[config.mk]
export PLATFORM = sky130hd
export DESIGN_NAME = vfc_face_acc
export DESIGN_NICKNAME = d
export VERILOG_FILES = /design/src/rtl/vfc_pkg.sv /design/src/rtl/vfc_face_acc.sv
export SDC_FILE = /design/constraint.sdc
export NUM_CORES = 1
export LEC_CHECK = 0
export ABC_AREA = 1
export BUFFER_PORTS_ARGS = -buffer_cell sky130_fd_sc_hd__buf_2
export CORE_UTILIZATION = 37
export CTS_CLUSTER_DIAMETER = 40
export CTS_CLUSTER_SIZE = 24
export DETAILED_ROUTE_END_ITERATION = 7
export PLACE_DENSITY = 0.65
export RECOVER_POWER = 100
export SLEW_MARGIN = 10
export SYNTH_ARGS = -nofsm -noshare
export SYNTH_HDL_FRONTEND = slang
export SYNTH_SLANG_ARGS = --single-unit
export TNS_END_PERCENT = 10
[constraint.sdc]
create_clock -name clock -period 2.45 [get_ports clock]
set_input_delay 0 -clock clock [delete_from_list [all_inputs] [get_ports clock]]
set_output_delay 0 -clock clock [all_outputs]
set_load 0.01 [all_outputs]
[src/rtl/vfc_pkg.sv]
// ----------------------------------------------------------------------------
// vfc_pkg
// Shared types and constants for the voxel face cull unit: field widths,
// command codes, neighbor step codes and the structs between the modules.
// ----------------------------------------------------------------------------
package vfc_pkg;

   localparam int CHUNK_SIDE_DEF = 32;

   localparam int CMD_W      = 2;
   localparam int COORD_W    = 5;
   localparam int VALUE_W    = 32;
   localparam int FACE_W     = 6;
   localparam int REQ_DATA_W = 48;
   localparam int RSP_DATA_W = 40;

   // coordinate plus one guard bit, so a step below zero wraps far out of range
   localparam int NCOORD_W = COORD_W + 1;

   typedef logic [CMD_W-1:0] cmd_type;

   localparam cmd_type CMD_CLEAR = 2'd0;
   localparam cmd_type CMD_WRITE = 2'd1;
   localparam cmd_type CMD_QUERY = 2'd2;

   // read order of a query: the voxel itself, then one neighbor per face
   typedef logic [2:0] nbr_idx_type;

   localparam nbr_idx_type NBR_SELF  = 3'd0;
   localparam nbr_idx_type NBR_DOWN  = 3'd1;
   localparam nbr_idx_type NBR_UP    = 3'd2;
   localparam nbr_idx_type NBR_NORTH = 3'd3;
   localparam nbr_idx_type NBR_EAST  = 3'd4;
   localparam nbr_idx_type NBR_SOUTH = 3'd5;
   localparam nbr_idx_type NBR_WEST  = 3'd6;
   localparam nbr_idx_type NBR_LAST  = NBR_WEST;

   // tag that travels alongside one memory read
   typedef struct packed {
      logic        valid;
      nbr_idx_type idx;
      logic        oob;
   } rd_tag_type;

   // finished query from the face accumulator
   typedef struct packed {
      logic               done;
      logic [FACE_W-1:0]  faces;
      logic [VALUE_W-1:0] value;
   } acc_result_type;

endpackage

[src/rtl/vfc_face_acc.sv]
// ----------------------------------------------------------------------------
// vfc_face_acc
// Face accumulator: one zero test per cycle on the word coming back from the
// store. The first read of a query keeps the voxel word, each later read sets
// the face bit of an empty neighbor while the voxel is occupied.
// ----------------------------------------------------------------------------
module vfc_face_acc (
   input  logic                     clock,
   input  logic                     reset,
   input  vfc_pkg::rd_tag_type      tag,
   input  logic [vfc_pkg::VALUE_W-1:0] rd_data,
   output vfc_pkg::acc_result_type  result
);
   import vfc_pkg::*;

   logic [VALUE_W-1:0] self_ff, self_in;
   logic [FACE_W-1:0]  faces_ff, faces_in;
   logic               done_ff, done_in;
   logic [VALUE_W-1:0] word;
   logic               empty;
   nbr_idx_type        face_sel;

   always_comb begin
      word     = tag.oob ? '0 : rd_data;
      empty    = (word == '0);
      face_sel = nbr_idx_type'(tag.idx - 3'd1);
      self_in  = self_ff;
      faces_in = faces_ff;
      done_in  = 1'b0;
      if (tag.valid) begin
         if (tag.idx == NBR_SELF) begin
            self_in  = word;
            faces_in = '0;
         end else if (empty && (self_ff != '0)) begin
            faces_in[face_sel] = 1'b1;
         end
         done_in = (tag.idx == NBR_LAST);
      end
   end

   always_ff @(posedge clock) begin
      if (reset) begin
         done_ff <= 1'b0;
      end else begin
         done_ff <= done_in;
      end
      self_ff  <= self_in;
      faces_ff <= faces_in;
   end

   assign result.done  = done_ff;
   assign result.faces = faces_ff;
   assign result.value = self_ff;

endmodule

# Yosys cells after proc, flatten, opt, wreduce, memory -nomap -nowiden
# Cells that the tools add are included.
dict set report op_classes {
  n_addsub 1
  n_lt_le_gt_ge 2
  eq_ne 1
  mux 4
  n_bitwise 2
  n_reduce_logical 9
}
# operator count
set ops {}
lappend ops {{32-bit logical NOT} 1}
lappend ops {{32-bit two-way mux} 1}
lappend ops {{32-bit nonzero test} 1}
lappend ops {{6-bit two-way mux} 1}
lappend ops {{6-bit bitwise OR} 1}
lappend ops {{3-bit by 4-bit less-than comparator with 1-bit output, second input constant} 1}
lappend ops {{2-bit AND reduction} 2}
lappend ops {{1-bit demux with 3-bit select} 1}
lappend ops {{3-bit equality test, second input constant} 1}
lappend ops {{3-bit by 1-bit >= comparator with 1-bit output, second input constant} 1}
lappend ops {{3-bit logical NOT} 1}
lappend ops {{3-bit by 1-bit subtractor with 3-bit output, second input constant} 1}
lappend ops {{1-bit logical AND} 2}
lappend ops {{2-bit nonzero test} 1}
lappend ops {{2-bit OR reduction} 1}
lappend ops {{1-bit two-way mux} 1}
lappend ops {{1-bit inverter} 1}
dict set report totals {
  regBits 39
  in_bits 39
  out_inout_bits 39
}

# Longest topological paths before layout
# Gate-level depths: netlist of run 1.
dict set report logic_depth {
  ltp_word 7
  depth_mapped 9
}

# Worst setup path after synthesis of run 1
# Ideal clock, no wire load.
dict set report synth_timing {
  path_type {in2reg}
  startpoint {input tag[1] (netlist bit)}
  endpoint {register faces_ff[0] (enable)}
  setup_ns 0.319
  t_arrival_ns 2.056
  path_slack_ns 0.075
  cell_stages 6
  path_buffers 0
  path_cell_list {inv_1 -> ha_1 -> nand2_1 -> nor2_1 -> inv_1 -> nand2_1}
}
dict set report synth_via {
  elab_chain_cells 3
}
# item line
set synth_rtl {}
lappend synth_rtl {{start, declared} vfc_face_acc.sv:10} ;# input vfc_pkg::rd_tag_type tag,
lappend synth_rtl {{3-bit logical NOT} vfc_face_acc.sv:31} ;# if (tag.idx == NBR_SELF) begin
lappend synth_rtl {{2-bit nonzero test (no line)} --}
lappend synth_rtl {{2-bit AND reduction (no line)} --}
lappend synth_rtl {{end signal, assigned} vfc_face_acc.sv:48} ;# faces_ff <= faces_in;
lappend synth_rtl {{end, declared} vfc_face_acc.sv:17} ;# logic [FACE_W-1:0] faces_ff, faces_in;
# Every way passes these cells.
# A chain may end at the register's enable or synchronous reset.

# Final worst setup path of run 1
dict set report layout_timing {
  startpoint {input tag[0] (netlist bit)}
  endpoint {register faces_ff[1] (enable)}
}
dict set report layout_via {
  elab_chain_cells 5
}
# item line
set layout_rtl {}
lappend layout_rtl {{32-bit two-way mux} vfc_face_acc.sv:24} ;# word = tag.oob ? '0 : rd_data;
lappend layout_rtl {{32-bit logical NOT} vfc_face_acc.sv:25} ;# empty = (word == '0);
lappend layout_rtl {{1-bit logical AND} vfc_face_acc.sv:34} ;# end else if (empty && (self_ff != '0)) begin
lappend layout_rtl {{2-bit nonzero test (no line)} --}
lappend layout_rtl {{2-bit AND reduction (no line)} --}
# Every way passes these cells.

==> results.md, run 1 <==
- Resize count post-CTS: 0
- RSZ-0062 raised after global routing: false
- Total Nets Final: ~330
- Chip Height: approximately 73 um
- Final setup fails: 0
- Hpwl dp: approximately 3200 um
- Post-Syn Nets: about 250
- Setup CP Type: in -> reg
- Most frequent CP cell: nand2_1
- TritonCTS Buffers: 5
- Net Sw Frac: 0.223
- Synth Cell Area: approximately 1900 um2
- # IOs: between 70 and 80
- Cell Rows: 25
- Tmin final: 1.65 ns
- GR Util All Layers: 0.157
- Worst skew pair latency: roughly 0.28 ns
- Die Width: between 70 and 80 um
- Post-route clock period utilization: 0.674
- CTS Buffer Depth: 2
- Crit path capture type: flop
- Initial Utilization: 0.390
- Max rail drop VDD: 0.259 mV
- Critical Path AT: about 1.6 ns
- Slew HR: 0.463
- Clock Power Share: 0.303
- Crit Reg-Reg Endpoint: faces_ff[1]$_SDFFCE_PN0P_
- R2r setup slk: 0.99 ns
- Detailed-route wire length per cell: about 11 um
- DRT antenna net count: 0
- PortBufs: slightly below 80
- Congestion Overflow GR: 0
- Largest net degree at the start of global routing: 20
- Vias in the first global route: around 1,400
- DRT iter0 DRCs: approximately 130
- Worst-path fanout max: 14
- CP max stage delay: ~0.44 ns
- Sw power: 291 uW
- # Max-Cap Violations: 0
- Hold_ws: about 0.012 ns
- RR Startpoint: self_ff[19]$_DFFE_PP_
- Sequential share of the synthesized area: 0.622
- Ys Warns: 0
- Worst Clk Skew: 0.00366 ns
- Final antenna diode count: 0
- HP Class: in -> reg
- Synth cell types: 18
- CTS tree: built
- Syn-to-layout area delta: 28.2%
- Syn Inst Count: 205
- Status: finished clean
- CP Launch Type: primary input
- PwrDens: 546 nW/um2
- Die area: ~5300 um2
- Non-Filler Instances: between 300 and 400
- Layout cells sized above 1: 0.154
- Gpl congestion: 0.755
- Setup TNS: 0 ns
- Hold_buf cts: 4
- Routed WL: between 4000 and 5000 um
- Int Power: 1.01 mW
- Logic pwr share: 0.112
- Vias per inst: about 4.3
- Total number of vias: between 1,500 and 2,000
- H-tree Lvls: 2
- Post CTS Setup Buffer Count: 0
- Global-route wire length before repair: between 6000 and 7000 um
- DR pass1 iterations: 4
- Slew Viols, Final: 0
- Seq pwr share: 0.585
- Worst EP required: 2.42 ns
- Antenna violations before repair: 0
- Fmax: around 610 MHz
- Worst path cell trace: clkbuf_1 > inv_1 > nand2_1 > o21ai_0 > nor2_1 > nand3_1 > nor2_1 > nand2_1 > nand2_1
- Root Buffer: clkbuf_8
- Avg Synthesized Cell Area: between 9 and 10 um2
- Core footprint: roughly 4800 um2
- Slew at the pin with the worst max-slew slack: ~0.81 ns
- Clk slew on worst S/H paths: around 0.06 ns
- Clk sink count: 39
- Hold Fails Final Rpt: 0
- Placed insts: 347
- Pleak: between 1 and 1.5 nW
- Hold_sp: rd_data[11]
- Hold EP: self_ff[11]$_DFFE_PP_
- Residual DRC: 0
- Worst path slowest cell: clkbuf_1
- Register bit total from synthesis: 39
- Worst R2R Path Depth: 8
- Hold Path Depth: 3
## worst max path at each step
stage | cells after the start | to | start | slack [ns]
2_1_floorplan | 6 | faces_ff[0]$_SDFFCE_PN0P_ | tag[1] | 0.07
5_1_grt | 9 | faces_ff[1]$_SDFFCE_PN0P_ | tag[0] | 0.58
6_report | 9 | faces_ff[1]$_SDFFCE_PN0P_ | tag[0] | 0.80
3_3_place_gp | 8 | faces_ff[4]$_SDFFCE_PN0P_ | tag[0] | 0.98
3_5_place_dp | 8 | faces_ff[0]$_SDFFCE_PN0P_ | tag[0] | 0.93
4_1_cts | 8 | faces_ff[1]$_SDFFCE_PN0P_ | self_ff[19]$_DFFE_PP_ | 0.98
## synthesized netlist by cell type
| cell type | number | share of area |
|---|---|---|
| dfxtp_1 | 1 | 0.011 |
| edfxtp_1 | 38 | 0.61 |
| xnor2_1 | 1 | 0.0047 |
| a21oi_1 | 7 | 0.019 |
| inv_2 | 1 | 0.0020 |
| buf_4 | 2 | 0.0080 |
| nor3_1 | 1 | 0.0027 |
| nand4_1 | 1 | 0.0034 |
| nor2_1 | 58 | 0.12 |
| ha_1 | 3 | 0.020 |
| inv_1 | 45 | 0.091 |
| clkbuf_1 | 2 | 0.0040 |
| o21ai_1 | 4 | 0.011 |
| nand2_1 | 27 | 0.054 |
| nand2_2 | 1 | 0.0034 |
| o21ai_0 | 7 | 0.019 |
| nand3_1 | 5 | 0.013 |
| buf_6 | 1 | 0.0060 |
## layout by cell type, fill, tap and decap left out, drive strengths merged, types with 3 or more instances in the layout
master / count
nor2: 58
o21ai: 11
dlygate4sd3: 4
nand2: 28
clkbuf: 50
nand3: 5
edfxtp: 38
ha: 3
a21oi: 7
inv: 46
buf: 38
## area by class of cell
type,instances,area [um2]
clock buffer,8,80.1
fill,486,2390
inverter,46,173
sequential,39,1160
tap,67,83.8
multi-input combinational,115,500
timing repair buffer,84,393
## critical path, delay by kind of cell
family	cells	cell delay (ns)
simple gates	6	0.72
buf+inv	2	0.79
compound gates	1	0.10
## metrics by stage
step	total power, mW	cell area, um2	utilization	setup slack (ns)
final	1.30	2390	0.500	0.800
after global routing	1.37	2390	0.500	0.579
after CTS	1.32	2450	0.511	0.980
after detailed placement	0.926	2330	0.486	0.928
after global placement	0.923	2330	0.486	0.979
after floorplan	0.857	1870	-	0.0746
## cell families after synthesis
group / count (synthesis) / synth area share
AOI/OAI and AO/OA: 18 / 0.0483
DFF: 39 / 0.622
adders and majority gates: 3 / 0.0201
and+or+nand+nor: 93 / 0.194
buffers and inverters: 51 / 0.111
xor gates and xnor gates: 1 / 0.00470
## per-layer routing
layer / wire length (um) / GRT usage / vias up
met5: 0 / 0 / -
met4: 91 / 0.0741 / 0
met3: 225 / 0.0442 / 8
met2: 2010 / 0.264 / 51
met1: 1700 / 0.184 / 663
li1: - / - / 805
## state kept, by name, indices dropped and copies added (netlist names)
register  flops
done_ff       1
faces_ff      6
self_ff      32
## power by group through the flow
stage / Sequential (mW) / Clock (mW) / Combinational [mW]
after global routing: 0.765 / 0.437 / 0.166
after floorplan: 0.786 / 0 / 0.0709
after global placement: 0.777 / 0 / 0.147
final: 0.763 / 0.395 / 0.146
after detailed placement: 0.777 / 0 / 0.149
after CTS: 0.763 / 0.409 / 0.153
Note: power is estimated with default switching activity, not from simulation.
==> run 2, diff against run 1 <==
--- a/config.mk
+++ b/config.mk
@@ -5,13 +5,13 @@
 export SDC_FILE = /design/constraint.sdc
 export NUM_CORES = 1
 export LEC_CHECK = 0
-export ABC_AREA = 1
+export ABC_AREA = 0
 export BUFFER_PORTS_ARGS = -buffer_cell sky130_fd_sc_hd__buf_2
 export CORE_UTILIZATION = 37
 export CTS_CLUSTER_DIAMETER = 40
 export CTS_CLUSTER_SIZE = 24
 export DETAILED_ROUTE_END_ITERATION = 7
-export PLACE_DENSITY = 0.65
+export PLACE_DENSITY = 0.66
 export RECOVER_POWER = 100
 export SLEW_MARGIN = 10
 export SYNTH_ARGS = -nofsm -noshare
==> constraint.sdc (replaced) <==
create_clock -name clock -period 1.4 [get_ports clock]
set_input_delay 0 -clock clock [delete_from_list [all_inputs] [get_ports clock]]
set_output_delay 0 -clock clock [all_outputs]
set_load 0.01 [all_outputs]
==> run 2 against run 1 <==
Against the previous run: the run now ends with setup timing left; flip-flop and latch count is the same; die area down 5.9%; synthesized cell count down 35%; sequential share of layout area decreased by 5.1 points; largest power group unchanged; first-iteration DRC count decreased by 58%; highest routed layer unchanged; register-to-register slack got worse by 1.1 ns.
==> results.md, run 2 <==
- Ys Warns: 0 (unchanged)
- Slew at the pin with the worst max-slew slack: 0.339 ns (-0.467 ns)
- Fmax: between 600 and 700 MHz
- Slew HR: 0.772 (+0.309)
- Syn-to-layout area delta: 52.5%
- Sequential share of the synthesized area: 0.663 (+0.0405)
- Final WS setup: -0.116 ns (-0.916 ns)
- DR pass1 iterations: 6 (+2)
- Worst skew pair latency: 0.29 ns (about the same)
- Routed WL: 4010 um (-0.35%)
- Hold_buf cts: 0 (-4)
- GR Util All Layers: 0.163 (+0.00616)
- Setup CP Type: reg -> reg
- PwrDens: 1020 nW/um2 (+88%)
- Failing checks: setup timing
- Detailed-route wire length per cell: 13.1 um (+17%)
- Avg Synthesized Cell Area: 13.2 um2 (+45%)
- Initial Utilization: 0.394 (+0.00434)
- Setup TNS: -0.698 ns (-0.698 ns)
- Final antenna diode count: 0 (unchanged)
- Top-area cell type share of the netlist area: 0.651 (+0.0398)
- Max rail drop VDD: 0.631 mV (+140%)
- Most frequent cells in the layout: 65 x buf_2, 38 x edfxtp_1, 31 x nor2b_1
- Worst path cell trace: nor4_2 > nand4_1 > o211ai_1 > o22ai_2
- Overall Power: 2.74 mW (+110%)
- Top Registers: self_ff: 32 flops, faces_ff: 6 flops, done_ff: 1 flops
- RSZ-0062 raised after global routing: true
- Non-Filler Instances: 307 (-14%)
- Pleak: 1.03 nW (-0.49%)
- Post-synthesis compound-gate area fraction: 0.0679 (+0.0196)
- Status: complete, but fails checks
- Max reg flops: 32 (unchanged)
- Largest Register: self_ff
- Congestion Overflow GR: 0 (unchanged)
- Crit path capture type: flop
- Top-count cell post-synth: edfxtp_1
- Total Nets Final: 296 (-11%)
- H-tree Lvls: 2 (unchanged)
- CTS tree: built
- Synth Cell Area: 1750 um2 (-6.1%)
- Vias in the first global route: 1,310 (-5.0%)
- Residual DRC: 0 (unchanged)
- Post-Syn Nets: 175 (-29%)
- Place WS: -0.282 ns (-1.21 ns)
- Critical Path AT: 1.53 ns (-0.09 ns)
- Dominant cells by area after synthesis: edfxtp_1 65%, nor2b_1 11%, nor4_1 5.4%, ha_1 2.1%, a21oi_1 2.0%
- Post-Synth Adder-Cell Area: 0.0214 (+0.00131)
- Primary FF master, synth: edfxtp_1
- Crit path buffers/inverters: 0 (-2)
- Clk sink count: 39 (unchanged)
- Post-route clock period utilization: 1.08
- Fraction of registers with async set/reset: 0 (unchanged)
- R2r setup slk: -0.12 ns (-1.11 ns)
- CP Launch Type: flop
- Worst-path fanout max: 6 (-8)
- Main combinational cell family by area after synthesis: simple AND/OR/NAND/NOR gates
- Synth Area in XOR/XNOR: 0 (-0.00469)
- Total number of vias: 1,464 (-4.1%)
- Syn Inst Count: 133 (-35%)
- Yosys top cell by area: edfxtp_1
- Chip Height: 70.8 um (-3.0%)
- PortBufs: 77 (unchanged)
- Die Width: 70.8 um (-3.0%)
- Hpwl dp: 3010 um (-5.4%)
- Die area: 5010 um2 (-5.9%)
- Top cells by count, synth: 38 x edfxtp_1, 31 x nor2b_1, 15 x nor4_1
- Worst Clk Skew: 0.00276 ns (-0.000901 ns)
- # Max-Cap Violations: 0 (unchanged)
- Placed insts: 295 (-15%)
- DRT iter0 DRCs: 55 (-58%)
- Commonest non-fill, non-tap cell in the layout: buf_2
- Fin area: 2670 um2 (+12%)
- Gpl congestion: 0.792 (+4.9%)
- Clk slew on worst S/H paths: 0.07 ns (about the same)
- Root Buffer: clkbuf_8
- # IOs: 78 (unchanged)
- Antenna violations before repair: 0 (unchanged)
- DRT antenna net count: 0 (unchanged)
- CP max stage delay: 0.41 ns (-0.03 ns)
- HP Class: in -> reg
- Slew Viols, Final: 0 (unchanged)
- Synth Area in Simple Gates: 0.214 (+0.0205)
- Cell Rows: 24 (-4.0%)
- Multiplexer share of the synthesized area: 0 (unchanged)
- Worst EP required: 1.42 ns (-1.00 ns)
- Global-route wire length before repair: 6070 um (-0.78%)
- Worst path slowest cell: edfxtp_1
- CTS Buffer Depth: 2 (unchanged)
- Tmin final: between 1.5 and 2 ns
- Layout cells sized above 1: 0.482 (+0.328)
- CP top delay family: simple AND/OR/NAND/NOR gates
- TritonCTS Buffers: 5 (unchanged)
- Core footprint: 4440 um2 (-7.1%)
- Synth cell types: 25 (+7)
- Hold Fails Final Rpt: 0 (unchanged)
- Largest net degree at the start of global routing: 30 (+50%)
- Post-synth EDFFs: 38 (unchanged)
- Placed Instance Area: 2480 um2 (+6.7%)
- Register bit total from synthesis: 39 (unchanged)
- Vias per inst: 4.77 (+12%)
- Final setup fails: 6 (+6)
[run 2: cell types whose count changed in the layout (fill, tap and decap cells not counted), sizes merged, moves of 11 or more]
cell and delta:
nor2 -55, buf +49, inv -39, nor2b +31, nand2 -26, nor4 +16
clkbuf -11, o21ai -11
[run 2: cells by family (layout without fill, tap and decap cells)]
logic type	after synthesis	count (layout)
fa+ha+maj	3	3
simple gates	60	60
flops	39	39
buf+inv	13	135
compound gates	18	18
[run 2: path summary, 6_finish.rpt]
kind / end / cells after the start / start
worst min register to register: faces_ff[3]$_SDFFCE_PN0P_ / 1 / faces_ff[3]$_SDFFCE_PN0P_
worst min-delay path: done_ff$_SDFF_PP0_ / 2 / reset
worst max register to register: faces_ff[1]$_SDFFCE_PN0P_ / 4 / self_ff[19]$_DFFE_PP_
worst max-delay path: faces_ff[1]$_SDFFCE_PN0P_ / 4 / self_ff[19]$_DFFE_PP_
[run 2: through the flow]
step | utilization | hold WS, ns
finish | 0.601 | 0.0118
detailed placement | 0.559 | 0.311
global placement | 0.559 | 0.311
global route | 0.601 | 0.00928
CTS | 0.603 | 0.00148
floorplan | - | 0.199
[run 2: cell type report]
type | count | area, um2
well taps | 52 | 65.1
clock buffers | 6 | 72.6
repair buffers | 120 | 702
flip-flops and latches | 39 | 1160
multi-input cells | 81 | 584
clock inverters | 2 | 60.1
inverters | 7 | 26.3
fillers | 384 | 1770
[run 2: repair_timing]
item,CTS,global route
endpoints found under the hold margin,0,0
setup endpoints to repair,6,6
pin swaps,7,4
buffers inserted,3,1
gates resized for setup,7,1
[run 2: metal layers]
metal / up-vias / routed length, um / global-route usage
met3: 7 / 296 / 0.0570
met1: 646 / 1800 / 0.213
li1: 740 / - / -
met2: 71 / 1870 / 0.246
met4: 0 / 46 / 0.0733
met5: - / 0 / 0
[run 2: report_power, final]
group	switching [mW]	leakage (nW)	internal, mW
Sequential	0.0247	0.321	1.33
Clock	0.368	0.0654	0.712
Combinational	0.147	0.647	0.160
Total	0.540	1.03	2.20
==> run 3, diff against run 2 <==
--- a/config.mk
+++ b/config.mk
@@ -7,6 +7,7 @@
 export LEC_CHECK = 0
 export ABC_AREA = 0
 export BUFFER_PORTS_ARGS = -buffer_cell sky130_fd_sc_hd__buf_2
+export CORE_ASPECT_RATIO = 1.75
 export CORE_UTILIZATION = 37
 export CTS_CLUSTER_DIAMETER = 40
 export CTS_CLUSTER_SIZE = 24
==> run 3 against run 2 <==
Against the previous run: the run still ends with setup timing left; critical path depth is 1 higher; sequential share of layout area rose by 1.9 points; cell count shrank 2.0%; wire length is 3.8% higher; critical endpoint is now faces_ff[0]$_SDFFCE_PN0P_; highest routed layer unchanged; largest power group unchanged; flip-flop and latch count did not move; utilization decreased by 3.0 points.
==> results.md, run 3 (synthesis results as in run 2) <==
- Pleak: 0.976 nW (-5.6%)
- Met2 routed WL: 2280 um (+22%)
- Vias per inst: 4.96 (+4.1%)
- H-tree Lvls: 2 (unchanged)
- CTS Buffer Depth: 2 (unchanged)
- Max reg flops: 32 (unchanged)
- Sw power: 529 uW (-2.0%)
- Die Width: 54.0 um (-24%)
- DR pass1 iterations: 4 (-2)
- Hold_ws: 0.0158 ns (+0.00406 ns)
- Worst setup path start: self_ff[21]$_DFFE_PP_
- Clk slew on worst S/H paths: 0.07 ns (about the same)
- Seq pwr share: 0.574 (+0.081)
- Crit path capture type: flop
- Final antenna diode count: 0 (unchanged)
- Tmin final: 1.57 ns (+0.0504 ns)
- Commonest non-fill, non-tap cell in the layout: buf_2
- Root Buffer: clkbuf_8
- Detailed-route wire length per cell: 13.8 um (+5.9%)
- Vias in the first global route: 1,511 (+15%)
- Clk sink count: 39 (unchanged)
- Fill count: 410 (+6.8%)
- Initial Utilization: 0.391 (-0.00352)
- # Max-Cap Violations: 0 (unchanged)
- Final Util: 0.571 (-0.0299)
- Gpl congestion: 0.839 (+5.9%)
- Residual DRC: 0 (unchanged)
- Fin area: 2560 um2 (-4.1%)
- Post-route clock period utilization: 1.12 (+0.0360)
- Clock Power Share: 0.296 (-0.098)
- GR Util All Layers: 0.181 (+0.0174)
- Hpwl dp: 3250 um (+8.0%)
- Hold_sp: reset
- Setup CP Type: reg -> reg
- Fmax: 638 MHz (-3.2%)
- Chip Height: 93.0 um (+31%)
- Non-Filler Instances: 301 (-2.0%)
- Failing checks: setup timing
- Max rail drop VDD: 0.731 mV (+16%)
- Total number of vias: 1,494 (+2.0%)
- Most frequent cells in the layout: 58 x buf_2, 38 x edfxtp_1, 31 x nor2b_1
- Placed insts: 293 (-0.68%)
- RR Startpoint: self_ff[21]$_DFFE_PP_
- DRT iter0 DRCs: 35 (-36%)
- RSZ-0062 raised after global routing: true
- Worst EP required: 1.42 ns (about the same)
- WL met3: 303 um (+2.4%)
- PwrDens: 918 nW/um2 (-10%)
- Critical Path AT: 1.58 ns (+0.05 ns)
- R2r setup slk: -0.17 ns (-0.05 ns)
- # IOs: 78 (unchanged)
- Layout cells sized above 1: 0.432 (-0.0504)
- Top Registers: self_ff: 32 flops, faces_ff: 6 flops, done_ff: 1 flops
- PortBufs: 77 (unchanged)
- Die area: 5020 um2 (+0.21%)
- DRT antenna net count: 0 (unchanged)
- Core footprint: 4480 um2 (+0.90%)
- Syn-to-layout area delta: 46.2%
- Worst skew pair latency: 0.29 ns (about the same)
- Slew HR: 0.641 (-0.131)
- Global-route wire length before repair: 6410 um (+5.6%)
- HP Class: in -> reg
- Routed length on met1: 1460 um (-19%)
- Slew Viols, Final: 0 (unchanged)
- Final setup fails: 6 (unchanged)
- Int Power: 1.82 mW (-17%)
- Net Sw Frac: 0.225 (+0.0278)
- Hold EP: done_ff$_SDFF_PP0_
- Placed Instance Area: 2470 um2 (-0.35%)
- Hold_buf cts: 0 (unchanged)
- Slew at the pin with the worst max-slew slack: 0.538 ns (+0.200 ns)
- Hold Path Depth: 2 (unchanged)
- Footprint of the multi-input gates: 573 um2 (-1.9%)
- Final WS setup: -0.167 ns (-0.0504 ns)
- Total Nets Final: 291 (-1.7%)
- Antenna violations before repair: 0 (unchanged)
- Worst R2R Path Depth: 5 (+1)
- Post CTS Setup Buffer Count: 0 (-3)
- TritonCTS Buffers: 5 (unchanged)
- Status: complete, but fails checks
- Logic pwr share: 0.130 (+0.018)
- Worst-path fanout max: 6 (unchanged)
- Place WS: -0.299 ns (-0.0162 ns)
- Congestion Overflow GR: 0 (unchanged)
- Worst Clk Skew: 0.00515 ns (+0.00239 ns)
- Setup TNS: -0.999 ns (-0.302 ns)
- Largest net degree at the start of global routing: 33 (+10%)
- Overall Power: 2.35 mW (-14%)
- Uppermost routed layer: met4
- Crit Reg-Reg Endpoint: faces_ff[0]$_SDFFCE_PN0P_
- Hold Fails Final Rpt: 0 (unchanged)
- CP Launch Type: flop
- Register area: 1160 um2 (unchanged)
- Routed WL: 4160 um (+3.8%)
- Cell Rows: 32 (+33%)
- Largest Register: self_ff
- CTS tree: built
run 3: cell type report:
class	instances	share of cell area
Clock buffer	6	0.0283
Clock inverter	2	0.00293
Inverter	7	0.0103
Multi-Input combinational cell	81	0.224
Sequential cell	39	0.453
Tap cell	51	0.0249
Timing Repair Buffer	115	0.256
run 3: power groups by stage:
stage               sequential (mW)  combinational (mW)  clock [mW]
floorplan                      1.39               0.115           0
global placement               1.37               0.304           0
detailed placement             1.37               0.310           0
CTS                            1.35               0.313       0.719
global route                   1.35               0.335       0.773
finish                         1.35               0.305       0.697
run 3: worst max path at each step:
stage | to | slack [ns] | cells past startpoint
6_report | faces_ff[0]$_SDFFCE_PN0P_ | -0.17 | 5
2_1_floorplan | faces_ff[0]$_SDFFCE_PN0P_ | -0.04 | 4
3_5_place_dp | faces_ff[0]$_SDFFCE_PN0P_ | -0.30 | 4
4_1_cts | faces_ff[0]$_SDFFCE_PN0P_ | -0.18 | 5
5_1_grt | faces_ff[0]$_SDFFCE_PN0P_ | -0.27 | 5
3_3_place_gp | faces_ff[1]$_SDFFCE_PN0P_ | -0.29 | 4
run 3: layer usage:
| metal | global-route usage | up-vias |
|---|---|---|
| met4 | 0.0833 | 0 |
| li1 | - | 735 |
| met5 | 0 | - |
| met2 | 0.329 | 68 |
| met1 | 0.173 | 679 |
| met3 | 0.0537 | 12 |
run 3: what timing repair did:
action,4_1_cts,5_1_grt
cloned,0,0
pin swaps,0,3
gates resized for setup,4,1
setup endpoints to repair,6,6
run 3: worst max-delay path, stage by stage (launching register included):
cell	delay (ns)
edfxtp_1	0.40
nor4_2	0.27
buf_4	0.15
nand4_1	0.08
o211ai_1	0.20
o22ai_2	0.18
